===== src/hw/rtl/rab_pkg.sv =====
`timescale 1ns / 1ps
// Shared types and constants of the RGB565 rotated alpha-blend pixel writer.
// No dependencies; every other file of the block imports this package.
package rab_pkg;

   localparam int unsigned DIM_W        = 11;   // panel dimension registers
   localparam int unsigned COORD_W      = 16;   // logical pixel coordinates
   localparam int unsigned COLOR_W      = 16;   // RGB565 word
   localparam int unsigned ALPHA_W      = 8;
   localparam int unsigned ADDR_OUT_W   = 17;   // reported framebuffer address
   localparam int unsigned PROD_W       = 2 * DIM_W;   // row * width + column
   localparam int unsigned CALC_W       = COORD_W + 2; // signed rotation math
   localparam int unsigned MAX_RES      = 1024;
   localparam int unsigned BOX_W        = $clog2(MAX_RES);
   localparam int unsigned CSR_IDX_W    = 2;
   localparam int unsigned CSR_DATA_W   = DIM_W;
   localparam int unsigned FB_DEPTH_DEF = 131072;

   localparam logic [DIM_W-1:0]   PANEL_WIDTH_RST  = DIM_W'(320);
   localparam logic [DIM_W-1:0]   PANEL_HEIGHT_RST = DIM_W'(240);
   localparam logic [ALPHA_W-1:0] ALPHA_SKIP       = 8'd0;
   localparam logic [ALPHA_W-1:0] ALPHA_OPAQUE     = 8'd255;
   localparam logic [15:0]        BLEND_ROUND      = 16'd128;

   localparam logic [CSR_IDX_W-1:0] CSR_ROTATION     = 2'd0;
   localparam logic [CSR_IDX_W-1:0] CSR_PANEL_WIDTH  = 2'd1;
   localparam logic [CSR_IDX_W-1:0] CSR_PANEL_HEIGHT = 2'd2;

   typedef enum logic [1:0] {
      ROT_0   = 2'd0,
      ROT_90  = 2'd1,
      ROT_180 = 2'd2,
      ROT_270 = 2'd3
   } rot_type;

   typedef enum logic [1:0] {
      ST_CLEAR,
      ST_IDLE,
      ST_READ,
      ST_WRITE
   } rmw_state_type;

   typedef struct packed {
      rot_type          rotation;
      logic [DIM_W-1:0] panel_width;   // already saturated to MAX_RES
      logic [DIM_W-1:0] panel_height;
   } cfg_type;

   typedef struct packed {
      logic signed [COORD_W-1:0] pixel_x;
      logic signed [COORD_W-1:0] pixel_y;
      logic [COLOR_W-1:0]        color;
      logic [ALPHA_W-1:0]        alpha_value;
      logic                      use_alpha;
      logic                      last_pixel;
   } req_payload_type;

   typedef struct packed {
      logic                  written;
      logic [ADDR_OUT_W-1:0] fb_address;
      logic [COLOR_W-1:0]    written_color;
      logic                  box_valid;
      logic [DIM_W-1:0]      box_left;
      logic [DIM_W-1:0]      box_top;
      logic [DIM_W-1:0]      box_right_end;
      logic [DIM_W-1:0]      box_bottom_end;
   } rsp_payload_type;

   // Pixel after mapping, handed from the address pipeline to the RMW engine
   typedef struct packed {
      logic               keep;
      logic               blend;
      logic               last_pixel;
      logic [DIM_W-1:0]   col;
      logic [DIM_W-1:0]   row;
      logic [COLOR_W-1:0] color;
      logic [ALPHA_W-1:0] alpha_value;
      logic [PROD_W-1:0]  addr;
   } pix_type;

endpackage


===== src/hw/rtl/rab_if.sv =====


interface rab_rsp_if;
   import rab_pkg::*;
   logic            valid;
   logic            ready;
   rsp_payload_type data;
   modport source (output valid, output data, input ready);
   modport sink (input valid, input data, output ready);
endinterface


===== src/hw/rtl/rab_rmw.sv =====
`timescale 1ns / 1ps
// Read-modify-write engine: clearing sweep, blend, dirty box, result register.
// Depends on rab_pkg, the response interface in rab_if and an external rab_fb_ram.
module rab_rmw #(
   parameter int unsigned FB_DEPTH = rab_pkg::FB_DEPTH_DEF,
   parameter int unsigned AW       = $clog2(FB_DEPTH)
) (
   input  logic                        clock,
   input  logic                        reset,
   input  logic                        pix_valid,
   output logic                        pix_ready,
   input  rab_pkg::pix_type            pix,
   output logic                        fill_busy,
   output logic                        ram_we,
   output logic                        ram_re,
   output logic [AW-1:0]               ram_addr,
   output logic [rab_pkg::COLOR_W-1:0] ram_wdata,
   input  logic [rab_pkg::COLOR_W-1:0] ram_rdata,
   rab_rsp_if.source                   rsp_chan
);
   import rab_pkg::*;

   function automatic logic [7:0] blend_ch(input logic [7:0] s, input logic [7:0] o,
                                           input logic [ALPHA_W-1:0] a);
      logic [15:0] acc;
      acc = 16'(s) * 16'(a) + 16'(o) * 16'(ALPHA_OPAQUE - a) + BLEND_ROUND;
      return acc[15:8];
   endfunction

   function automatic logic [COLOR_W-1:0] blend565(input logic [COLOR_W-1:0] src,
                                                   input logic [COLOR_W-1:0] old,
                                                   input logic [ALPHA_W-1:0] a);
      logic [7:0] r, g, b;
      r = blend_ch({src[15:11], 3'b000}, {old[15:11], 3'b000}, a);
      g = blend_ch({src[10:5], 2'b00}, {old[10:5], 2'b00}, a);
      b = blend_ch({src[4:0], 3'b000}, {old[4:0], 3'b000}, a);
      return {r[7:3], g[7:2], b[7:3]};
   endfunction

   rmw_state_type     state_ff, state_in;
   logic [AW-1:0]     clr_ff, clr_in;
   pix_type           cur_ff;
   logic              rsp_valid_ff, rsp_valid_in;
   rsp_payload_type   rsp_ff, rsp_in;
   logic              box_seen_ff, box_seen_in;
   logic [BOX_W-1:0]  box_min_col_ff, box_min_row_ff, box_max_col_ff, box_max_row_ff;
   logic [BOX_W-1:0]  min_col_upd, min_row_upd, max_col_upd, max_row_upd;
   logic [BOX_W-1:0]  c, r;
   logic              seen_upd;
   logic              out_free, complete, wr, load_cur;
   logic [COLOR_W-1:0] new_color;

   assign out_free = !rsp_valid_ff || rsp_chan.ready;
   assign complete = (state_ff == ST_WRITE) && out_free;
   assign wr       = cur_ff.keep && (cur_ff.addr < PROD_W'(FB_DEPTH));
   assign load_cur = pix_valid && pix_ready;
   assign fill_busy = (state_ff == ST_CLEAR);
   assign new_color = cur_ff.blend ? blend565(cur_ff.color, ram_rdata, cur_ff.alpha_value)
                                   : cur_ff.color;

   // Sequencer: read phase, then write phase; accept the next pixel as the write lands
   always_comb begin
      state_in  = state_ff;
      clr_in    = clr_ff;
      pix_ready = 1'b0;
      unique case (state_ff)
         ST_CLEAR: begin
            clr_in = clr_ff + AW'(1);
            if (clr_ff == AW'(FB_DEPTH - 1)) begin
               state_in = ST_IDLE;
            end
         end
         ST_IDLE: begin
            pix_ready = 1'b1;
            if (pix_valid) begin
               state_in = ST_READ;
            end
         end
         ST_READ: begin
            state_in = ST_WRITE;
         end
         ST_WRITE: begin
            pix_ready = out_free;
            if (out_free) begin
               state_in = pix_valid ? ST_READ : ST_IDLE;
            end
         end
      endcase
   end

   always_comb begin
      ram_we    = fill_busy || (complete && wr);
      ram_re    = (state_ff == ST_READ);
      ram_addr  = fill_busy ? clr_ff : cur_ff.addr[AW-1:0];
      ram_wdata = fill_busy ? '0 : new_color;
   end

   // Fold this write into the box before it is reported
   always_comb begin
      c           = cur_ff.col[BOX_W-1:0];
      r           = cur_ff.row[BOX_W-1:0];
      seen_upd    = box_seen_ff || wr;
      min_col_upd = box_min_col_ff;
      min_row_upd = box_min_row_ff;
      max_col_upd = box_max_col_ff;
      max_row_upd = box_max_row_ff;
      if (wr) begin
         if (!box_seen_ff || c < box_min_col_ff) min_col_upd = c;
         if (!box_seen_ff || c > box_max_col_ff) max_col_upd = c;
         if (!box_seen_ff || r < box_min_row_ff) min_row_upd = r;
         if (!box_seen_ff || r > box_max_row_ff) max_row_upd = r;
      end
      box_seen_in = cur_ff.last_pixel ? 1'b0 : seen_upd;

      rsp_in.written        = wr;
      rsp_in.fb_address     = wr ? cur_ff.addr[ADDR_OUT_W-1:0] : '0;
      rsp_in.written_color  = wr ? new_color : '0;
      rsp_in.box_valid      = 1'b0;
      rsp_in.box_left       = '0;
      rsp_in.box_top        = '0;
      rsp_in.box_right_end  = '0;
      rsp_in.box_bottom_end = '0;
      if (cur_ff.last_pixel && seen_upd) begin
         rsp_in.box_valid      = 1'b1;
         rsp_in.box_left       = DIM_W'(min_col_upd);
         rsp_in.box_top        = DIM_W'(min_row_upd);
         rsp_in.box_right_end  = DIM_W'(max_col_upd) + DIM_W'(1);
         rsp_in.box_bottom_end = DIM_W'(max_row_upd) + DIM_W'(1);
      end

      rsp_valid_in = complete || (rsp_valid_ff && !rsp_chan.ready);
   end

   always_ff @(posedge clock) begin
      if (reset) begin
         state_ff     <= ST_CLEAR;
         clr_ff       <= '0;
         rsp_valid_ff <= 1'b0;
         box_seen_ff  <= 1'b0;
      end else begin
         state_ff     <= state_in;
         clr_ff       <= clr_in;
         rsp_valid_ff <= rsp_valid_in;
         if (complete) begin
            box_seen_ff <= box_seen_in;
         end
      end
   end

   always_ff @(posedge clock) begin
      if (load_cur) begin
         cur_ff <= pix;
      end
      if (complete) begin
         rsp_ff         <= rsp_in;
         box_min_col_ff <= min_col_upd;
         box_min_row_ff <= min_row_upd;
         box_max_col_ff <= max_col_upd;
         box_max_row_ff <= max_row_upd;
      end
   end

   assign rsp_chan.valid = rsp_valid_ff;
   assign rsp_chan.data  = rsp_ff;

endmodule

===== src/flat_wrapper.sv =====
// flat-port wrapper written by rule: the top's interface ports become plain ports
module rab_rmw_flat import rab_pkg::*;
#(
   parameter int unsigned FB_DEPTH = rab_pkg::FB_DEPTH_DEF,
   parameter int unsigned AW       = $clog2(FB_DEPTH)
)
  (clock, reset, pix_valid, pix_ready, pix, fill_busy, ram_we, ram_re, ram_addr, ram_wdata, ram_rdata, rsp_chan_valid, rsp_chan_data, rsp_chan_ready);
  rab_rsp_if rsp_chan_i ();
  input  logic clock;
  input  logic reset;
  input  logic pix_valid;
  output logic pix_ready;
  input  rab_pkg::pix_type pix;
  output logic fill_busy;
  output logic ram_we;
  output logic ram_re;
  output logic [AW-1:0] ram_addr;
  output logic [rab_pkg::COLOR_W-1:0] ram_wdata;
  input  logic [rab_pkg::COLOR_W-1:0] ram_rdata;
  output wire logic [$bits(rsp_chan_i.valid)-1:0] rsp_chan_valid;
  output wire logic [$bits(rsp_chan_i.data)-1:0] rsp_chan_data;
  input wire logic [$bits(rsp_chan_i.ready)-1:0] rsp_chan_ready;
  assign rsp_chan_valid = rsp_chan_i.valid;
  assign rsp_chan_data = rsp_chan_i.data;
  assign rsp_chan_i.ready = rsp_chan_ready;
  rab_rmw #(.FB_DEPTH(FB_DEPTH), .AW(AW)) u_core (.clock(clock), .reset(reset), .pix_valid(pix_valid), .pix_ready(pix_ready), .pix(pix), .fill_busy(fill_busy), .ram_we(ram_we), .ram_re(ram_re), .ram_addr(ram_addr), .ram_wdata(ram_wdata), .ram_rdata(ram_rdata), .rsp_chan(rsp_chan_i));
endmodule

===== config.mk =====
export PLATFORM = sky130hd
export DESIGN_NAME = rab_rmw_flat
export DESIGN_NICKNAME = d
export VERILOG_FILES = /design/src/hw/rtl/rab_pkg.sv /design/src/hw/rtl/rab_if.sv /design/src/hw/rtl/rab_rmw.sv /design/src/flat_wrapper.sv
export SDC_FILE = /design/constraint.sdc
export NUM_CORES = 1
export LEC_CHECK = 0
export BUFFER_PORTS_ARGS = -buffer_cell sky130_fd_sc_hd__buf_2
export CELL_PAD_IN_SITES_DETAIL_PLACEMENT = 0
export CELL_PAD_IN_SITES_GLOBAL_PLACEMENT = 1
export CORE_ASPECT_RATIO = 0.9
export CORE_UTILIZATION = 45
export DETAILED_ROUTE_END_ITERATION = 6
export GPL_TIMING_DRIVEN = 0
export PLACE_DENSITY_LB_ADDON = 0.1
export SYNTH_ARGS = -nofsm -noshare
export SYNTH_HDL_FRONTEND = slang
export SYNTH_SLANG_ARGS = --single-unit

===== constraint.sdc =====
create_clock -name clock -period 11.7 [get_ports clock]
set_input_delay 2.925 -clock clock [delete_from_list [all_inputs] [get_ports clock]]
set_output_delay 2.925 -clock clock [all_outputs]
set_load 0.1 [all_outputs]

* Yosys cells after proc, flatten, opt, wreduce, memory -nomap -nowiden
Index checks and enable logic that the tools add are counted.
Word-level totals: output and inout port bits 117, input port bits 91, flip-flop bits (word level) 209, logic and storage cells 92
Cells by class: equality and inequality tests 7, reductions and logical operators 19, add/sub/neg operators 10, multipliers 6, order comparisons 5, mux-type cells 19
Operators with widths (count):
- 10-bit 2-to-1 mux | 8
- 16-bit adder | 3
- 16-bit by 8-bit adder with 16-bit output, second input constant | 3
- 45-bit 2-to-1 mux | 1
- 5-bit by 16-bit multiplier with 13-bit output | 2
- 16-bit 2-to-1 mux | 2
- 5-bit by 8-bit multiplier with 13-bit output | 2
- 10-bit by 1-bit adder with 11-bit output, second input constant | 2
- 22-bit by 18-bit < comparator with 1-bit output, second input constant | 1
- 10-bit greater-than comparator | 2
- 10-bit < comparator | 2
- 17-bit by 1-bit adder with 17-bit output, second input constant | 1
- 17-bit equality test, second input constant | 1
- 17-bit 2-to-1 mux | 1
- 6-bit by 16-bit multiplier with 14-bit output | 1
- 6-bit by 8-bit multiplier with 14-bit output | 1
- 8-bit by 8-bit subtractor with 9-bit output, first input constant | 1
- 1-bit logical OR | 8
- 2-bit 2-to-1 mux | 4
- 2-bit case mux with 4 select lines | 1
- 1-bit logical AND | 6
- 2-bit equality test, second input constant | 2
- 2-bit != test, second input constant | 2
- 1-bit logical NOT | 3
- 6 further kinds | 6

* Longest topological paths before layout
Gate-level depths: netlist of the first run.
word-level depth 6, depth in mapped cells 25, depth with buffers taken out 24

* Least setup slack after synthesis of the first run
Ideal clock, no wire load.
path type input to output, from input ram_rdata[7] (netlist bit), to output ram_wdata[10] (netlist bit), slack -0.848 ns, stages 21, arrival 9.623 ns, data required time 8.775 ns, buffers on the path 0, cell sequence nor2b_1 > fa_1 > inv_1 > fa_1 > fa_1 > inv_1 > ha_1 > a21oi_1 > o21bai_1 > a21oi_1 > xnor2_1 > ha_1 > ha_1 > a21oi_1 > nand2_1 > and3_1 > a221o_1 > a21o_1 > a21oi_2 > xnor2_1 > a211oi_1
Between the ends: word-level cells in the longest chain between the ends 5
Ends and longest elaborated chain:
- start: declaration | line flat_wrapper.sv:19 | input logic [rab_pkg::COLOR_W-1:0] ram_rdata;
- 6-bit by 16-bit multiplier with 14-bit output | line rab_rmw.sv:26 | acc = 16'(s) * 16'(a) + 16'(o) * 16'(ALPHA_OPAQUE - a) + BLEND_ROUND;
- 16-bit adder | line rab_rmw.sv:26
- 16-bit by 8-bit adder with 16-bit output | line rab_rmw.sv:26
- 16-bit 2-to-1 mux | line rab_rmw.sv:58 | assign new_color = cur_ff.blend ? blend565(cur_ff.color, ram_rdata, cur_ff.alpha_value)
- 16-bit 2-to-1 mux | line rab_rmw.sv:95 | ram_wdata = fill_busy ? '0 : new_color;
- end: declaration | line flat_wrapper.sv:18 | output logic [rab_pkg::COLOR_W-1:0] ram_wdata;
Every way passes these cells.

* Final worst setup path of the first run
from input ram_rdata[4] (netlist bit), to output ram_wdata[4] (netlist bit)
Between the ends: word-level cells in the longest chain between the ends 5
Ends and longest elaborated chain (line):
- 5-bit by 16-bit multiplier with 13-bit output | rab_rmw.sv:26
- 16-bit adder | rab_rmw.sv:26
- 16-bit by 8-bit adder with 16-bit output | rab_rmw.sv:26
- 16-bit 2-to-1 mux | rab_rmw.sv:58
- 16-bit 2-to-1 mux | rab_rmw.sv:95
Every way passes these cells.

==> results of run 1 <==
[power by group through the flow]
| stage | clock, mW | combinational, mW | sequential, mW |
|---|---|---|---|
| after floorplan | 0 | 0.416 | 0.815 |
| after global placement | 0 | 0.536 | 0.815 |
| after detailed placement | 0 | 0.543 | 0.815 |
| after CTS | 0.843 | 0.549 | 0.800 |
| after global routing | 0.870 | 0.614 | 0.799 |
| final | 0.827 | 0.539 | 0.800 |
[state kept, by name, indices dropped and copies added, names as in the netlist]
name and cells:
u_core.box_max_col_ff 10, u_core.box_max_row_ff 10, u_core.box_min_col_ff 10, u_core.box_min_row_ff 10, u_core.box_seen_ff 1, u_core.c 10
u_core.clr_ff 17, u_core.cur_ff 59, u_core.rsp_chan.data 77, u_core.rsp_chan.valid 1, u_core.state_ff 2
[layout by cell type, fill, tap and decap left out, types with 6 or more instances in the layout]
cell	count
sky130_fd_sc_hd__a211oi_1	13
sky130_fd_sc_hd__a21o_1	27
sky130_fd_sc_hd__a21oi_1	62
sky130_fd_sc_hd__and2_1	126
sky130_fd_sc_hd__and3_1	7
sky130_fd_sc_hd__buf_2	202
sky130_fd_sc_hd__clkbuf_1	43
sky130_fd_sc_hd__clkbuf_16	27
sky130_fd_sc_hd__clkinv_1	6
sky130_fd_sc_hd__dfxtp_1	21
sky130_fd_sc_hd__edfxtp_1	186
sky130_fd_sc_hd__fa_1	122
sky130_fd_sc_hd__ha_1	235
sky130_fd_sc_hd__inv_1	245
sky130_fd_sc_hd__mux2_1	6
sky130_fd_sc_hd__mux2_2	28
sky130_fd_sc_hd__mux2i_1	21
sky130_fd_sc_hd__nand2_1	139
sky130_fd_sc_hd__nand2b_1	43
sky130_fd_sc_hd__nand3_1	21
sky130_fd_sc_hd__nand4_1	15
sky130_fd_sc_hd__nor2_1	89
sky130_fd_sc_hd__nor2b_1	101
sky130_fd_sc_hd__nor3_1	12
sky130_fd_sc_hd__o211ai_1	6
sky130_fd_sc_hd__o21a_1	13
sky130_fd_sc_hd__o21ai_0	24
sky130_fd_sc_hd__o21ai_1	18
sky130_fd_sc_hd__o21bai_1	10
sky130_fd_sc_hd__xnor2_1	60
sky130_fd_sc_hd__xor2_1	35
[area by class of cell]
type / count / area, sq um
multi-input combinational: 1294 / 11300
tap: 532 / 666
buffer: 50 / 234
sequential: 207 / 6010
inverter: 248 / 931
clock inverter: 18 / 185
clock buffer: 30 / 687
fill: 3660 / 18800
timing repair buffer: 207 / 1130
[cells by family after synthesis]
family,Yosys count
and+or+nand+nor,577
adders and majority gates,357
buffers and inverters,298
DFF,207
AOI/OAI and AO/OA,205
xor gates and xnor gates,98
muxes,55
other,1
[repair_timing]
item                       in CTS  in global routing
gates resized for setup         0                 16
hold endpoints to repair        0                  0
setup endpoints to repair       0                  4
[routing by layer]
| layer | share of wire, % | vias to the layer above | track usage [%] |
|---|---|---|---|
| li1 | - | 6464 | - |
| met1 | 48 | 6370 | 30.4 |
| met2 | 47 | 215 | 36.9 |
| met3 | 3.7 | 44 | 2.68 |
| met4 | 1.6 | 0 | 3.86 |
| met5 | 0 | - | 0 |
[worst min path at each step]
stage                                startpoint                         endpoint  slack [ns]  depth (start not counted)
detailed placement  u_core.cur_ff[68]$_DFFE_PP_  u_core.box_seen_ff$_SDFFE_PP0P_        0.45                          1
CTS                 u_core.cur_ff[68]$_DFFE_PP_  u_core.box_seen_ff$_SDFFE_PP0P_        0.47                          1
floorplan           u_core.cur_ff[68]$_DFFE_PP_  u_core.box_seen_ff$_SDFFE_PP0P_        0.43                          1
global placement    u_core.cur_ff[68]$_DFFE_PP_  u_core.box_seen_ff$_SDFFE_PP0P_        0.44                          1
finish              u_core.cur_ff[68]$_DFFE_PP_  u_core.box_seen_ff$_SDFFE_PP0P_        0.47                          1
global route        u_core.cur_ff[68]$_DFFE_PP_  u_core.box_seen_ff$_SDFFE_PP0P_        0.48                          1
[metrics by stage]
step	total power, mW	TNS [ns]
after floorplan	1.23	0
after global placement	1.35	0
after detailed placement	1.36	0
after CTS	2.19	0
after global routing	2.28	-0.0200
final	2.17	0
[critical path: stages]
cell and delay, ns:
sky130_fd_sc_hd__buf_2 0.17, sky130_fd_sc_hd__nand2b_1 0.11, sky130_fd_sc_hd__fa_1 0.51, sky130_fd_sc_hd__fa_1 0.53, sky130_fd_sc_hd__fa_1 0.54, sky130_fd_sc_hd__inv_1 0.04
sky130_fd_sc_hd__ha_1 0.33, sky130_fd_sc_hd__a21oi_2 0.18, sky130_fd_sc_hd__o21ai_1 0.08, sky130_fd_sc_hd__a21oi_1 0.24, sky130_fd_sc_hd__o21ai_1 0.14, sky130_fd_sc_hd__a21o_1 0.19
sky130_fd_sc_hd__a21oi_1 0.17, sky130_fd_sc_hd__xnor2_1 0.15, sky130_fd_sc_hd__ha_1 0.26, sky130_fd_sc_hd__ha_1 0.33, sky130_fd_sc_hd__and3_1 0.19, sky130_fd_sc_hd__a211oi_2 0.24
sky130_fd_sc_hd__xnor3_1 0.35, sky130_fd_sc_hd__xor2_1 0.22, sky130_fd_sc_hd__mux2i_1 0.15, sky130_fd_sc_hd__nor2_2 0.17, sky130_fd_sc_hd__buf_8 0.23
==> flow_results.org, run 1 <==
** Route
- Avg WL per Cell :: 17.2 microns
- Aggregate routed wire length :: 44,500 microns
- Detailed-route vias per instance :: 5.06
- For this block, the via count after detailed routing is 13,100.
- The pre-antenna-repair detailed-routing pass consisted of 4 iterations.
- Once detail routing completed, the nets flagged for antenna violations numbered 0.
- Number of violations reported at the end of detailed-routing iteration 0 :: 589
- After detailed routing, the number of remaining DRC violations is 0.

** Final layout
- Post-route cell area :: 0.0211 sq mm
- After the flow finishes, the layout carries non-filler instances totaling 2,586.
- Post-Route Utilization :: 52.9%
- 0 antenna diodes ended up in the layout.
- Area delta synth->final :: 14.8%
- After the last flow step, the layout net total stands at 2,482.
- Share of final-layout standard cells stronger than drive strength 1 :: 14.8%

** Place
- Prior to clock tree synthesis, the placed netlist has a worst setup slack of 0.0222 ns.
- Port buffering added 203 buffers.
- After legalization and detailed placement, the total HPWL measured 34,900 microns.
- After detailed placement, the design holds a cell count of 2,538.
- Post-Place Cell Area :: 0.0202 sq mm
- At the end of routability-driven placement, the weighted congestion stood at 0.850.

** Timing
- Total count of hold-check failures in the final report :: 0
- The number of max-slew violations in the final report is 0.
- Hold Worst Slack :: 0.472 ns
- Worst-margin pin slew :: 1.04 ns
- Portion of the clock cycle consumed by the worst path in the final layout :: 97.2%
- Final WS setup :: 0.328 ns
- Across the routed clock network, the largest skew measured is 0.0260 ns.
- Worst relative slew slack :: 30.9%
- Static timing analysis puts the maximum clock frequency at 87.9 MHz.
- For the finished layout, the period the worst path requires is 11.37 ns.
- Setup violations remaining at the end of the flow were counted as 0.

** Synthesis
- Summing the sequential cell areas from Yosys gives 32.7% of the chip area.
- Post-synthesis compound-gate area fraction :: 7.30%
- Count leader, synth :: sky130_fd_sc_hd__inv_1
- Simple logic cell fraction of the synthesized area :: 16.4%
- Average cell area after synthesis :: 10.2 sq um
- Commonest cells in the netlist :: sky130_fd_sc_hd__inv_1 (245), sky130_fd_sc_hd__ha_1 (235), sky130_fd_sc_hd__edfxtp_1 (186), sky130_fd_sc_hd__nand2_1 (139), sky130_fd_sc_hd__and2_1 (127)
- Synthesized-area fraction occupied by xor and xnor cells :: 4.79%
- Counting flops with an async set or reset pin after synthesis yields a share of 0%.
- Library cell occupying the most area in the post-synthesis netlist :: sky130_fd_sc_hd__edfxtp_1
- After synthesis, the largest family of logic cells by area is adder cells.
- Yosys warns :: 0
- Counting flops and latches in the post-synthesis netlist gives 207.
- The number of different library cells used by synthesis comes to 67.
- Measured against the total synthesized area, the mux share comes to 3.23%.
- Of the total synthesized cell area, the portion taken by full adders, half adders and majority gates is 29.3%.
- Most area-consuming cells after synthesis :: sky130_fd_sc_hd__edfxtp_1 (30%), sky130_fd_sc_hd__ha_1 (16%), sky130_fd_sc_hd__fa_1 (13%)
- For this run, the leading register cell type out of synthesis is sky130_fd_sc_hd__edfxtp_1.
- EDFF count, synth :: 186
- Count of mapped cells out of synthesis :: 1,798
- Syn Std Cell Area :: 0.0184 sq mm
- Portion of synthesized cell area occupied by the leading cell type :: 30.4%

** Floorplanning
- Die Height :: 194 microns
- Starting utilization of the core area :: 46.1%
- I/O pin total :: 208
- Count of standard-cell rows :: 69
- The region available for standard cell placement spans 0.0399 sq mm.
- Die width :: 215 microns
- The floorplan step defined a die boundary enclosing 0.0417 sq mm.

** Clock tree
- TritonCTS created 26 clock buffers.
- Post-CTS timing repair inserted 0 buffers for setup.
- The cell sitting at the root of the clock tree is a sky130_fd_sc_hd__clkbuf_16.
- The clock net in this run drives a total of 207 sinks.
- CTS built an H-tree with a depth of 1.
- Clock slew seen by the registers of the worst setup and hold paths :: 0.06 ns
- Worst skew pair latency :: 0.55 ns
- CTS tree :: built
- Number of buffers inserted for hold repair after clock tree synthesis :: 0
- Clock buffer depth :: 3

** Power and ir drop
- Power spread over the standard cell area amounts to 103 mW/mm^2.
- Per report_power, the clock group accounts for 38.2% of the total.
- The share of total power dissipated in combinational logic is 24.9%.
- IR analysis of the VDD net gives a maximum drop of 0.112 mV.
- In this run the power spent charging and discharging nets is 0.630 mW.
- Leak Pwr :: 9.63 nW
- Net switching is 29.1% of the power.
- The internal power of the cells totals 1.54 mW.
- The share of total power dissipated in sequential elements is 36.9%.

** Critical path
- Kind of capture point of the worst setup path :: output pin
- Endpoint required time on the critical path :: 8.78 ns
- Worst Setup Path Type :: input pin to output pin
- Following the worst setup path forward leads to its endpoint at ram_wdata[4].
- Setup slack, reg-to-reg :: 4.92 ns
- Arrival @ worst endpoint :: 8.45 ns
- Crit Path Max Fanout :: 8
- Counting cells, the worst reg-to-reg path comes to 23.
- Startpoint of the lowest-slack register-to-register path :: u_core.cur_ff[22]$_DFFE_PP_
- STA classifies the critical path startpoint as an input pin.
- Worst R2R End :: u_core.rsp_chan.data[60]$_SDFFCE_PN0P_
- In this run the worst setup path begins at ram_rdata[4].

** Run status
- The run finished with clean final reports.

** Global route
- Number of global-route vias before repair :: 13,500
- Largest net degree at the start of global routing :: 39
- The first global-routing pass estimated 72,200 microns of wire.
- The initial antenna violation count was 1.
- Overall fraction of global-route tracks in use :: 21.9%
- After global routing the overflow that remains totals 0.

** Hold path
- The path class of the tightest hold or removal check is register to register.

** Job
- # Max-Cap Violations :: 0
No activity file was read; power rests on OpenSTA's default activity.
==> run 2, diff against run 1 <==
CTS_BUF_LIST = sky130_fd_sc_hd__clkbuf_8   (was not set)
==> flow_results.org, run 2 (synthesized netlist as in run 1, its figures left out) <==
** Run status
- The run finished with clean final reports.

** Final layout
- Most common library cell in the layout ignoring fill and taps :: sky130_fd_sc_hd__inv_1
- The number of nets at the end of the flow came to 2,495 (+0.52%).
- The sequential standard cell area was 0.00601 sq mm (unchanged).
- The flip-flop count of the largest register, all copies and words added was 77 (unchanged).
- Share of final-layout standard cells stronger than drive strength 1 :: 15.4% (+0.55 points)
- The count of non-filler cells in the finished layout is 2,610 (+0.93%).
- The final design utilization is 52.7% (-0.21 points).
- Post-route cell area :: 0.0210 sq mm (-0.39%)
- The multi-input combinational cell area was 0.0113 sq mm (unchanged).
- Leading cell types in the layout, fill and taps excluded :: sky130_fd_sc_hd__inv_1 (259), sky130_fd_sc_hd__ha_1 (235), sky130_fd_sc_hd__buf_2 (202), sky130_fd_sc_hd__edfxtp_1 (186), sky130_fd_sc_hd__nand2_1 (139)
- Antenna Diode Count :: 0 (unchanged)
- The number of fill cells was 3,684 (+0.66%).
- Compared with the post-synthesis result, the final layout area differs by 14.3%.

** Route
- First-pass detailed-route iteration total :: 5 (+1)
- The wire length reported by the detailed router is 44,700 microns (+0.41%).
- The average wire per standard cell is 17.1 microns (-0.51%).
- Final antenna-violating net count :: 0 (unchanged)
- The remaining routing DRC violations was 0 (unchanged).
- Detailed-route vias per instance :: 5.05 (-0.17%)
- The routed via count was 13,200 (+0.76%).
- Number of violations reported at the end of detailed-routing iteration 0 :: 598 (+1.5%)

** Critical path
- The path depth of the worst reg2reg path is 22 (-4.3%).
- Critical path startpoint category :: input pin
- The maximum fanout along the worst path was 8 (unchanged).
- Max incr delay on CP :: 0.54 ns (about the same)
- Slowest stage cell on the critical path :: sky130_fd_sc_hd__fa_1
- The number of buffer and inverter instances along the worst setup path is 3 (unchanged).
- Launch point of the worst path :: ram_rdata[4]
- The data arrival at the endpoint of the critical path is 8.45 ns (about the same).
- Logic depth of the worst setup path including buffers :: 23 (unchanged)
- Worst path top cell family by delay :: adder cells
- Endpoint required time on the critical path :: 8.78 ns (about the same)
- Worst R2R End :: u_core.rsp_chan.data[49]$_SDFFCE_PN0P_
- Kind of capture point of the worst setup path :: output pin
- The register-to-register setup slack came to 4.92 ns (about the same).
- Startpoint of the lowest-slack register-to-register path :: u_core.cur_ff[22]$_DFFE_PP_
- Walking the worst path, the cells encountered are buf_2 > nand2b_1 > fa_1 > fa_1 > fa_1 > inv_1 > ha_1 > a21oi_2 > o21ai_1 > a21oi_1 > o21ai_1 > a21o_1 > a21oi_1 > xnor2_1 > ha_1 > ha_1 > and3_1 > a211oi_2 > xnor3_1 > xor2_1 > mux2i_1 > nor2_2 > buf_8.
- The setup path with the least slack is of type input pin to output pin.

** Clock tree
- Deepest level of the CTS H-tree :: 2 (+1)
- The deepest clock path buffer count was 3 (unchanged).
- Clock root buffer :: sky130_fd_sc_hd__clkbuf_8
- TritonCTS built the clock tree.
- The register clock-pin slew on the reported worst setup and hold paths was 0.06 ns (about the same).
- Number of buffers created by CTS :: 39 (+50%)
- The clock latency on the worst-skew pair was 0.62 ns (+0.07 ns).
- The CTS sink count was 207 (unchanged).
- The buffer count from post-CTS setup fixing is 0 (unchanged).

** Power and ir drop
- The worst IR drop on VDD came to 0.0903 mV (-19%).
- Total power draw :: 2.06 mW (-4.7%)
- Leak Pwr :: 9.66 nW (+0.29%)
- The power density of the placed cells was 98.2 mW/mm^2 (-4.4%).

** Place
- The pre-CTS setup slack came to 0.0222 ns (unchanged).
- The placed wire-length estimate was 34,900 microns (unchanged).
- Number of placed instances with taps included :: 2,538 (unchanged)
- The count of input and output buffers is 203 (unchanged).
- The last weighted congestion value of the routability-driven placer came to 0.850 (unchanged).
- Post-Place Cell Area :: 0.0202 sq mm (unchanged)

** Floorplanning
- I/O pin total :: 208 (unchanged)
- The placeable core area was 0.0399 sq mm (unchanged).
- The height of the chip came to 194 microns (unchanged).
- The full die area came to 0.0417 sq mm (unchanged).
- Starting utilization of the core area :: 46.1% (unchanged)
- The placement row count was 69 (unchanged).
- The width of the chip came to 215 microns (unchanged).

** Timing
- Highest Clock Rate :: 87.9 MHz (about the same)
- Final WS setup :: 0.325 ns (-0.00271 ns)
- Worst relative slew slack :: 31.5% (+0.51 points)
- Minimum clock period after layout :: 11.37 ns (+0.00271 ns)
- The total setup violations reported at the end of the flow is 0 (unchanged).
- The final critical-path share of the clock period is 97.2% (about the same).
- Max-slew violation total from the final report :: 0 (unchanged)
- The slew at the pin closest to its max-slew limit was 1.03 ns (-0.00764 ns).
- Clock tree skew after final layout :: 0.0693 ns (+0.0433 ns)
- The final number of hold-violating endpoints is 0 (unchanged).

** Global route
- The largest net degree at the start of global routing is 39 (unchanged).
- The global-route met3 utilization is 3.69% (+1.0 points).
- Global-route wire length before repair :: 72,500 microns (+0.46%)
- The total global routing overflow came to 0 (unchanged).
- The met2 usage is 37.0% (+0.048 points).
- Initial antenna violation count :: 1 (unchanged)
- Overall fraction of global-route tracks in use :: 22.1% (+0.28 points)
- The met1 layer usage reported by global route is 30.2% (-0.22 points).
- The via count of the first global-routing pass is 13,600 (+0.89%).
- Most congested layer reported by global routing :: met2

** Job
- The max-capacitance violation count came to 0 (unchanged).

** Hold path
- For hold timing, the worst endpoint is u_core.box_seen_ff$_SDFFE_PP0P_.
- In this run the worst hold path is classified as register to register.
- Critical hold path startpoint :: u_core.cur_ff[68]$_DFFE_PP_
- The number of cells on the worst hold path is 1 (unchanged).
## run 2: cell count changes in the layout (fill, tap and decap cells not counted), moves of 2 or more
cell and change:
sky130_fd_sc_hd__clkbuf_1 -3, sky130_fd_sc_hd__clkbuf_8 +43, sky130_fd_sc_hd__clkbuf_16 -27, sky130_fd_sc_hd__clkinv_1 -2, sky130_fd_sc_hd__inv_1 +14
## run 2: timing repair
item,in CTS,in global routing
hold endpoints to repair,0,0
gates resized for setup,0,16
setup endpoints to repair,0,4
hold buffers,0,0
## run 2: per-layer routing
| layer | vias up | wire, microns | part of all wire (%) |
|---|---|---|---|
| met5 | - | 0 | 0 |
| li1 | 6494 | - | - |
| met2 | 217 | 21000 | 47 |
| met4 | 0 | 662 | 1.5 |
| met3 | 51 | 1830 | 4.1 |
| met1 | 6430 | 21200 | 47 |
## run 2: worst max path at each step
| stage | slack (ns) | endpoint |
|---|---|---|
| after CTS | 0.002 | ram_wdata[4] |
| final | 0.33 | ram_wdata[4] |
| after global placement | 0.07 | ram_wdata[4] |
| after global routing | -0.01 | ram_wdata[3] |
| after floorplan | 0.11 | ram_wdata[10] |
| after detailed placement | 0.02 | ram_wdata[4] |
## run 2: layout make-up
type,count,share of cell area [%]
multi-input combinational,1294,53.6
inverter,248,4.43
buffer,50,1.11
tap,532,3.17
timing repair buffer,207,5.37
sequential,207,28.6
clock buffer,43,2.82
clock inverter,29,0.941
## run 2: stage by stage
step                      hold slack, ns  TNS, ns
after floorplan                    0.428        0
after global placement             0.445        0
after detailed placement           0.455        0
after CTS                          0.473        0
after global routing               0.487  -0.0149
final                              0.472        0
## run 2: power by group
group,switching (mW),internal [mW],total (mW),leakage (nW)
sequential,0.00137,0.799,0.800,1.76
combinational,0.293,0.246,0.539,7.44
clock,0.335,0.389,0.724,0.456
## run 2: worst register-to-register path, stage by stage (launching register included)
cell,delay (ns)
sky130_fd_sc_hd__edfxtp_1,0.71
sky130_fd_sc_hd__clkbuf_1,0.56
sky130_fd_sc_hd__nand2_1,0.17
sky130_fd_sc_hd__fa_1,0.53
sky130_fd_sc_hd__fa_1,0.52
sky130_fd_sc_hd__fa_1,0.55
sky130_fd_sc_hd__inv_1,0.04
sky130_fd_sc_hd__ha_1,0.32
sky130_fd_sc_hd__a21oi_1,0.22
sky130_fd_sc_hd__o21bai_1,0.09
sky130_fd_sc_hd__a21oi_1,0.23
sky130_fd_sc_hd__o21ai_1,0.14
sky130_fd_sc_hd__a21o_1,0.19
sky130_fd_sc_hd__a21oi_1,0.17
sky130_fd_sc_hd__xnor2_1,0.15
sky130_fd_sc_hd__ha_1,0.26
sky130_fd_sc_hd__ha_1,0.33
sky130_fd_sc_hd__and3_1,0.18
sky130_fd_sc_hd__a211oi_2,0.24
sky130_fd_sc_hd__xnor3_1,0.35
sky130_fd_sc_hd__xor2_1,0.19
sky130_fd_sc_hd__mux2i_1,0.24
sky130_fd_sc_hd__nor2_1,0.07
==> run 3, diff against run 2 <==
RECOVER_POWER = 50   (was not set)
==> flow_results.org, run 3 (synthesized netlist as in run 1, its figures left out) <==
** Hold path
- Critical hold path startpoint :: u_core.cur_ff[68]$_DFFE_PP_
- The min-delay analysis places its worst path in the category register to register.

** Route
- The first-pass iteration count of the detailed router was 4 (-1).
- Detailed-route vias per instance :: 5.05 (-0.11%)
- Avg WL per Cell :: 17.1 microns (about the same)
- The remaining routing DRC violations came to 0 (unchanged).
- Final antenna-violating net count :: 0 (unchanged)
- The routed via count came to 13,200 (-0.11%).
- The wire length reported by the detailed router was 44,700 microns (about the same).
- The starting DRC count in detailed routing is 661 (+11%).

** Timing
- The worst hold slack was 0.481 ns (+0.00850 ns).
- Total of endpoints with negative setup slack in the final report :: 0 (unchanged)
- The minimum clock period came to 11.38 ns (+0.00495 ns).
- The final number of hold-violating endpoints is 0 (unchanged).
- Portion of the clock cycle consumed by the worst path in the final layout :: 97.3% (about the same)
- Worst-margin pin slew :: 2.46 ns (+1.43 ns)
- The number of max-slew violations in the final report was 111 (+111).
- Worst relative slew slack :: -63.9% (-95 points)
- The achievable clock frequency was 87.9 MHz (about the same).
- The final worst clock skew was 0.0683 ns (-0.00106 ns).

** Floorplanning
- The width of the chip was 215 microns (unchanged).
- The height of the chip was 194 microns (unchanged).
- Core ar. :: 0.0399 sq mm (unchanged)
- I/O pin total :: 208 (unchanged)
- The placement row count is 69 (unchanged).
- Starting utilization of the core area :: 46.1% (unchanged)
- Die Footprint :: 0.0417 sq mm (unchanged)

** Critical path
- Startpoint of the lowest-slack register-to-register path :: u_core.cur_ff[22]$_DFFE_PP_
- The maximum fanout along the worst path is 8 (unchanged).
- Arrival @ worst endpoint :: 8.45 ns (about the same)
- Endpoint required time on the critical path :: 8.78 ns (about the same)
- Worst Setup Path Type :: input pin to output pin
- The worst setup path is captured at an output pin.
- In this run the worst setup path begins at ram_rdata[4].
- The worst setup path is launched from an input pin.

** Final layout
- The share of post-route cells with drive strength above 1 is 13.9% (-1.5 points).
- Antenna Diode Count :: 0 (unchanged)
- Final nets :: 2,495 (unchanged)
- Leaving out fill and tap cells, the most frequent cells in the layout are sky130_fd_sc_hd__inv_1 (259), sky130_fd_sc_hd__ha_1 (235), sky130_fd_sc_hd__buf_2 (196), sky130_fd_sc_hd__edfxtp_1 (186), sky130_fd_sc_hd__nand2_1 (139).
- The sequential standard cell area came to 0.00601 sq mm (unchanged).
- Multi-input gate area :: 0.0112 sq mm (-0.38%)
- The area growth from synthesis to layout is 13.9%.
- Most common library cell in the layout ignoring fill and taps :: sky130_fd_sc_hd__inv_1
- Filler cell count in the final layout :: 3,691 (+0.19%)
- The flip-flop count of the largest register, all copies and words added was 77 (unchanged).

** Global route
- Overall fraction of global-route tracks in use :: 22.1% (unchanged)
- The via count of the first global-routing pass came to 13,600 (unchanged).
- The total global routing overflow was 0 (unchanged).
- The largest net degree at the start of global routing came to 39 (unchanged).
- Initial antenna violation count :: 1 (unchanged)
- Global-route wire length before repair :: 72,500 microns (unchanged)

** Place
- Final estimated routing congestion in global placement :: 0.850 (unchanged)
- The count of input and output buffers was 203 (unchanged).
- The placed wire-length estimate came to 34,900 microns (unchanged).

** Power and ir drop
- The standby leakage power was 9.61 nW (-0.52%).
- The total chip power was 2.06 mW (about the same).
- The power density of the placed cells was 98.5 mW/mm^2 (+0.29%).
- The worst IR drop on VDD was 0.0902 mV (about the same).

** Clock tree
- The clock latency on the worst-skew pair is 0.62 ns (about the same).
- Clock root buffer :: sky130_fd_sc_hd__clkbuf_8
- The deepest clock path buffer count is 3 (unchanged).
- The maximum level of the CTS H-tree was 2 (unchanged).
- Number of buffers created by CTS :: 39 (unchanged)
- Clock slew seen by the registers of the worst setup and hold paths :: 0.06 ns (about the same)
- TritonCTS built the clock tree.
- The number of hold-repair buffers added at the cts stage is 0 (unchanged).
- Number of clock sinks seen by CTS :: 207 (unchanged)

** Run status
- Failing checks :: max-capacitance violations, max-slew violations
- Outcome :: finished, violations left

** Job
- # Max-Cap Violations :: 5 (+5)
[run 3: changes by cell type in the layout (fill, tap and decap cells not counted), moves of 5 or more]
cell / change
sky130_fd_sc_hd__o21ai_0: +5
sky130_fd_sc_hd__mux2_1: +20
sky130_fd_sc_hd__and2_1: -23
sky130_fd_sc_hd__clkbuf_1: +8
sky130_fd_sc_hd__mux2_2: -20
sky130_fd_sc_hd__and2_0: +24
sky130_fd_sc_hd__buf_2: -6
sky130_fd_sc_hd__o21ai_1: -5
[run 3: critical path, cell delays in order]
cell and delay (ns):
sky130_fd_sc_hd__buf_2 0.17, sky130_fd_sc_hd__nand2b_1 0.10, sky130_fd_sc_hd__fa_1 0.52, sky130_fd_sc_hd__fa_1 0.53
sky130_fd_sc_hd__fa_1 0.54, sky130_fd_sc_hd__inv_1 0.04, sky130_fd_sc_hd__ha_1 0.33, sky130_fd_sc_hd__a21oi_2 0.18
sky130_fd_sc_hd__o21ai_1 0.08, sky130_fd_sc_hd__a21oi_1 0.24, sky130_fd_sc_hd__o21ai_1 0.15, sky130_fd_sc_hd__a21o_1 0.19
sky130_fd_sc_hd__a21oi_1 0.17, sky130_fd_sc_hd__xnor2_1 0.15, sky130_fd_sc_hd__ha_1 0.26, sky130_fd_sc_hd__ha_1 0.33
sky130_fd_sc_hd__and3_1 0.19, sky130_fd_sc_hd__a211oi_2 0.24, sky130_fd_sc_hd__xnor3_1 0.35, sky130_fd_sc_hd__xor2_1 0.22
sky130_fd_sc_hd__mux2i_1 0.15, sky130_fd_sc_hd__nor2_2 0.17, sky130_fd_sc_hd__buf_8 0.23
[run 3: cell type report]
class | instances | share of cell area [%]
Inverter | 248 | 4.44
Multi-Input combinational cell | 1294 | 53.6
Clock inverter | 29 | 0.944
Clock buffer | 43 | 2.83
Tap cell | 532 | 3.18
Buffer | 50 | 1.08
Sequential cell | 207 | 28.7
Timing Repair Buffer | 207 | 5.29
[run 3: final timing paths]
path / to / slack, ns / depth (start not counted)
max reg2reg: u_core.rsp_chan.data[60]$_SDFFCE_PN0P_ / 4.84 / 23
min: u_core.box_seen_ff$_SDFFE_PP0P_ / 0.48 / 1
max: ram_wdata[4] / 0.32 / 23
min reg2reg: u_core.box_seen_ff$_SDFFE_PP0P_ / 0.48 / 1
[run 3: layer usage]
| metal | vias up | track usage, % | wire (microns) |
|---|---|---|---|
| met1 | 6419 | 30.2 | 21200 |
| met3 | 47 | 3.69 | 1910 |
| met4 | 0 | 4.78 | 633 |
| met2 | 223 | 37.0 | 21000 |
| li1 | 6489 | - | - |
| met5 | - | 0 | 0 |
[run 3: what timing repair did]
item,4_1_cts,5_1_grt
setup buffers,0,0
gates resized for setup,0,16
endpoints found under the setup margin,0,4
[run 3: power breakdown]
part           internal, mW  switching [mW]  total, mW
clock                 0.389           0.334      0.723
combinational         0.246           0.293      0.539
sequential            0.799         0.00137      0.800
total                  1.43           0.629       2.06
[run 3: stage by stage]
stage	area, sq um	util, %	std cells	TNS [ns]	worst slack [ns]
after floorplan	18400	-	1799	0	0.107
after global placement	20100	50.3	2534	0	0.0657
after detailed placement	20200	50.6	2538	0	0.0222
after CTS	21000	52.6	2610	0	0.00184
after global routing	20900	52.5	2610	-0.0149	-0.0149
final	20900	52.5	2610	0	0.320
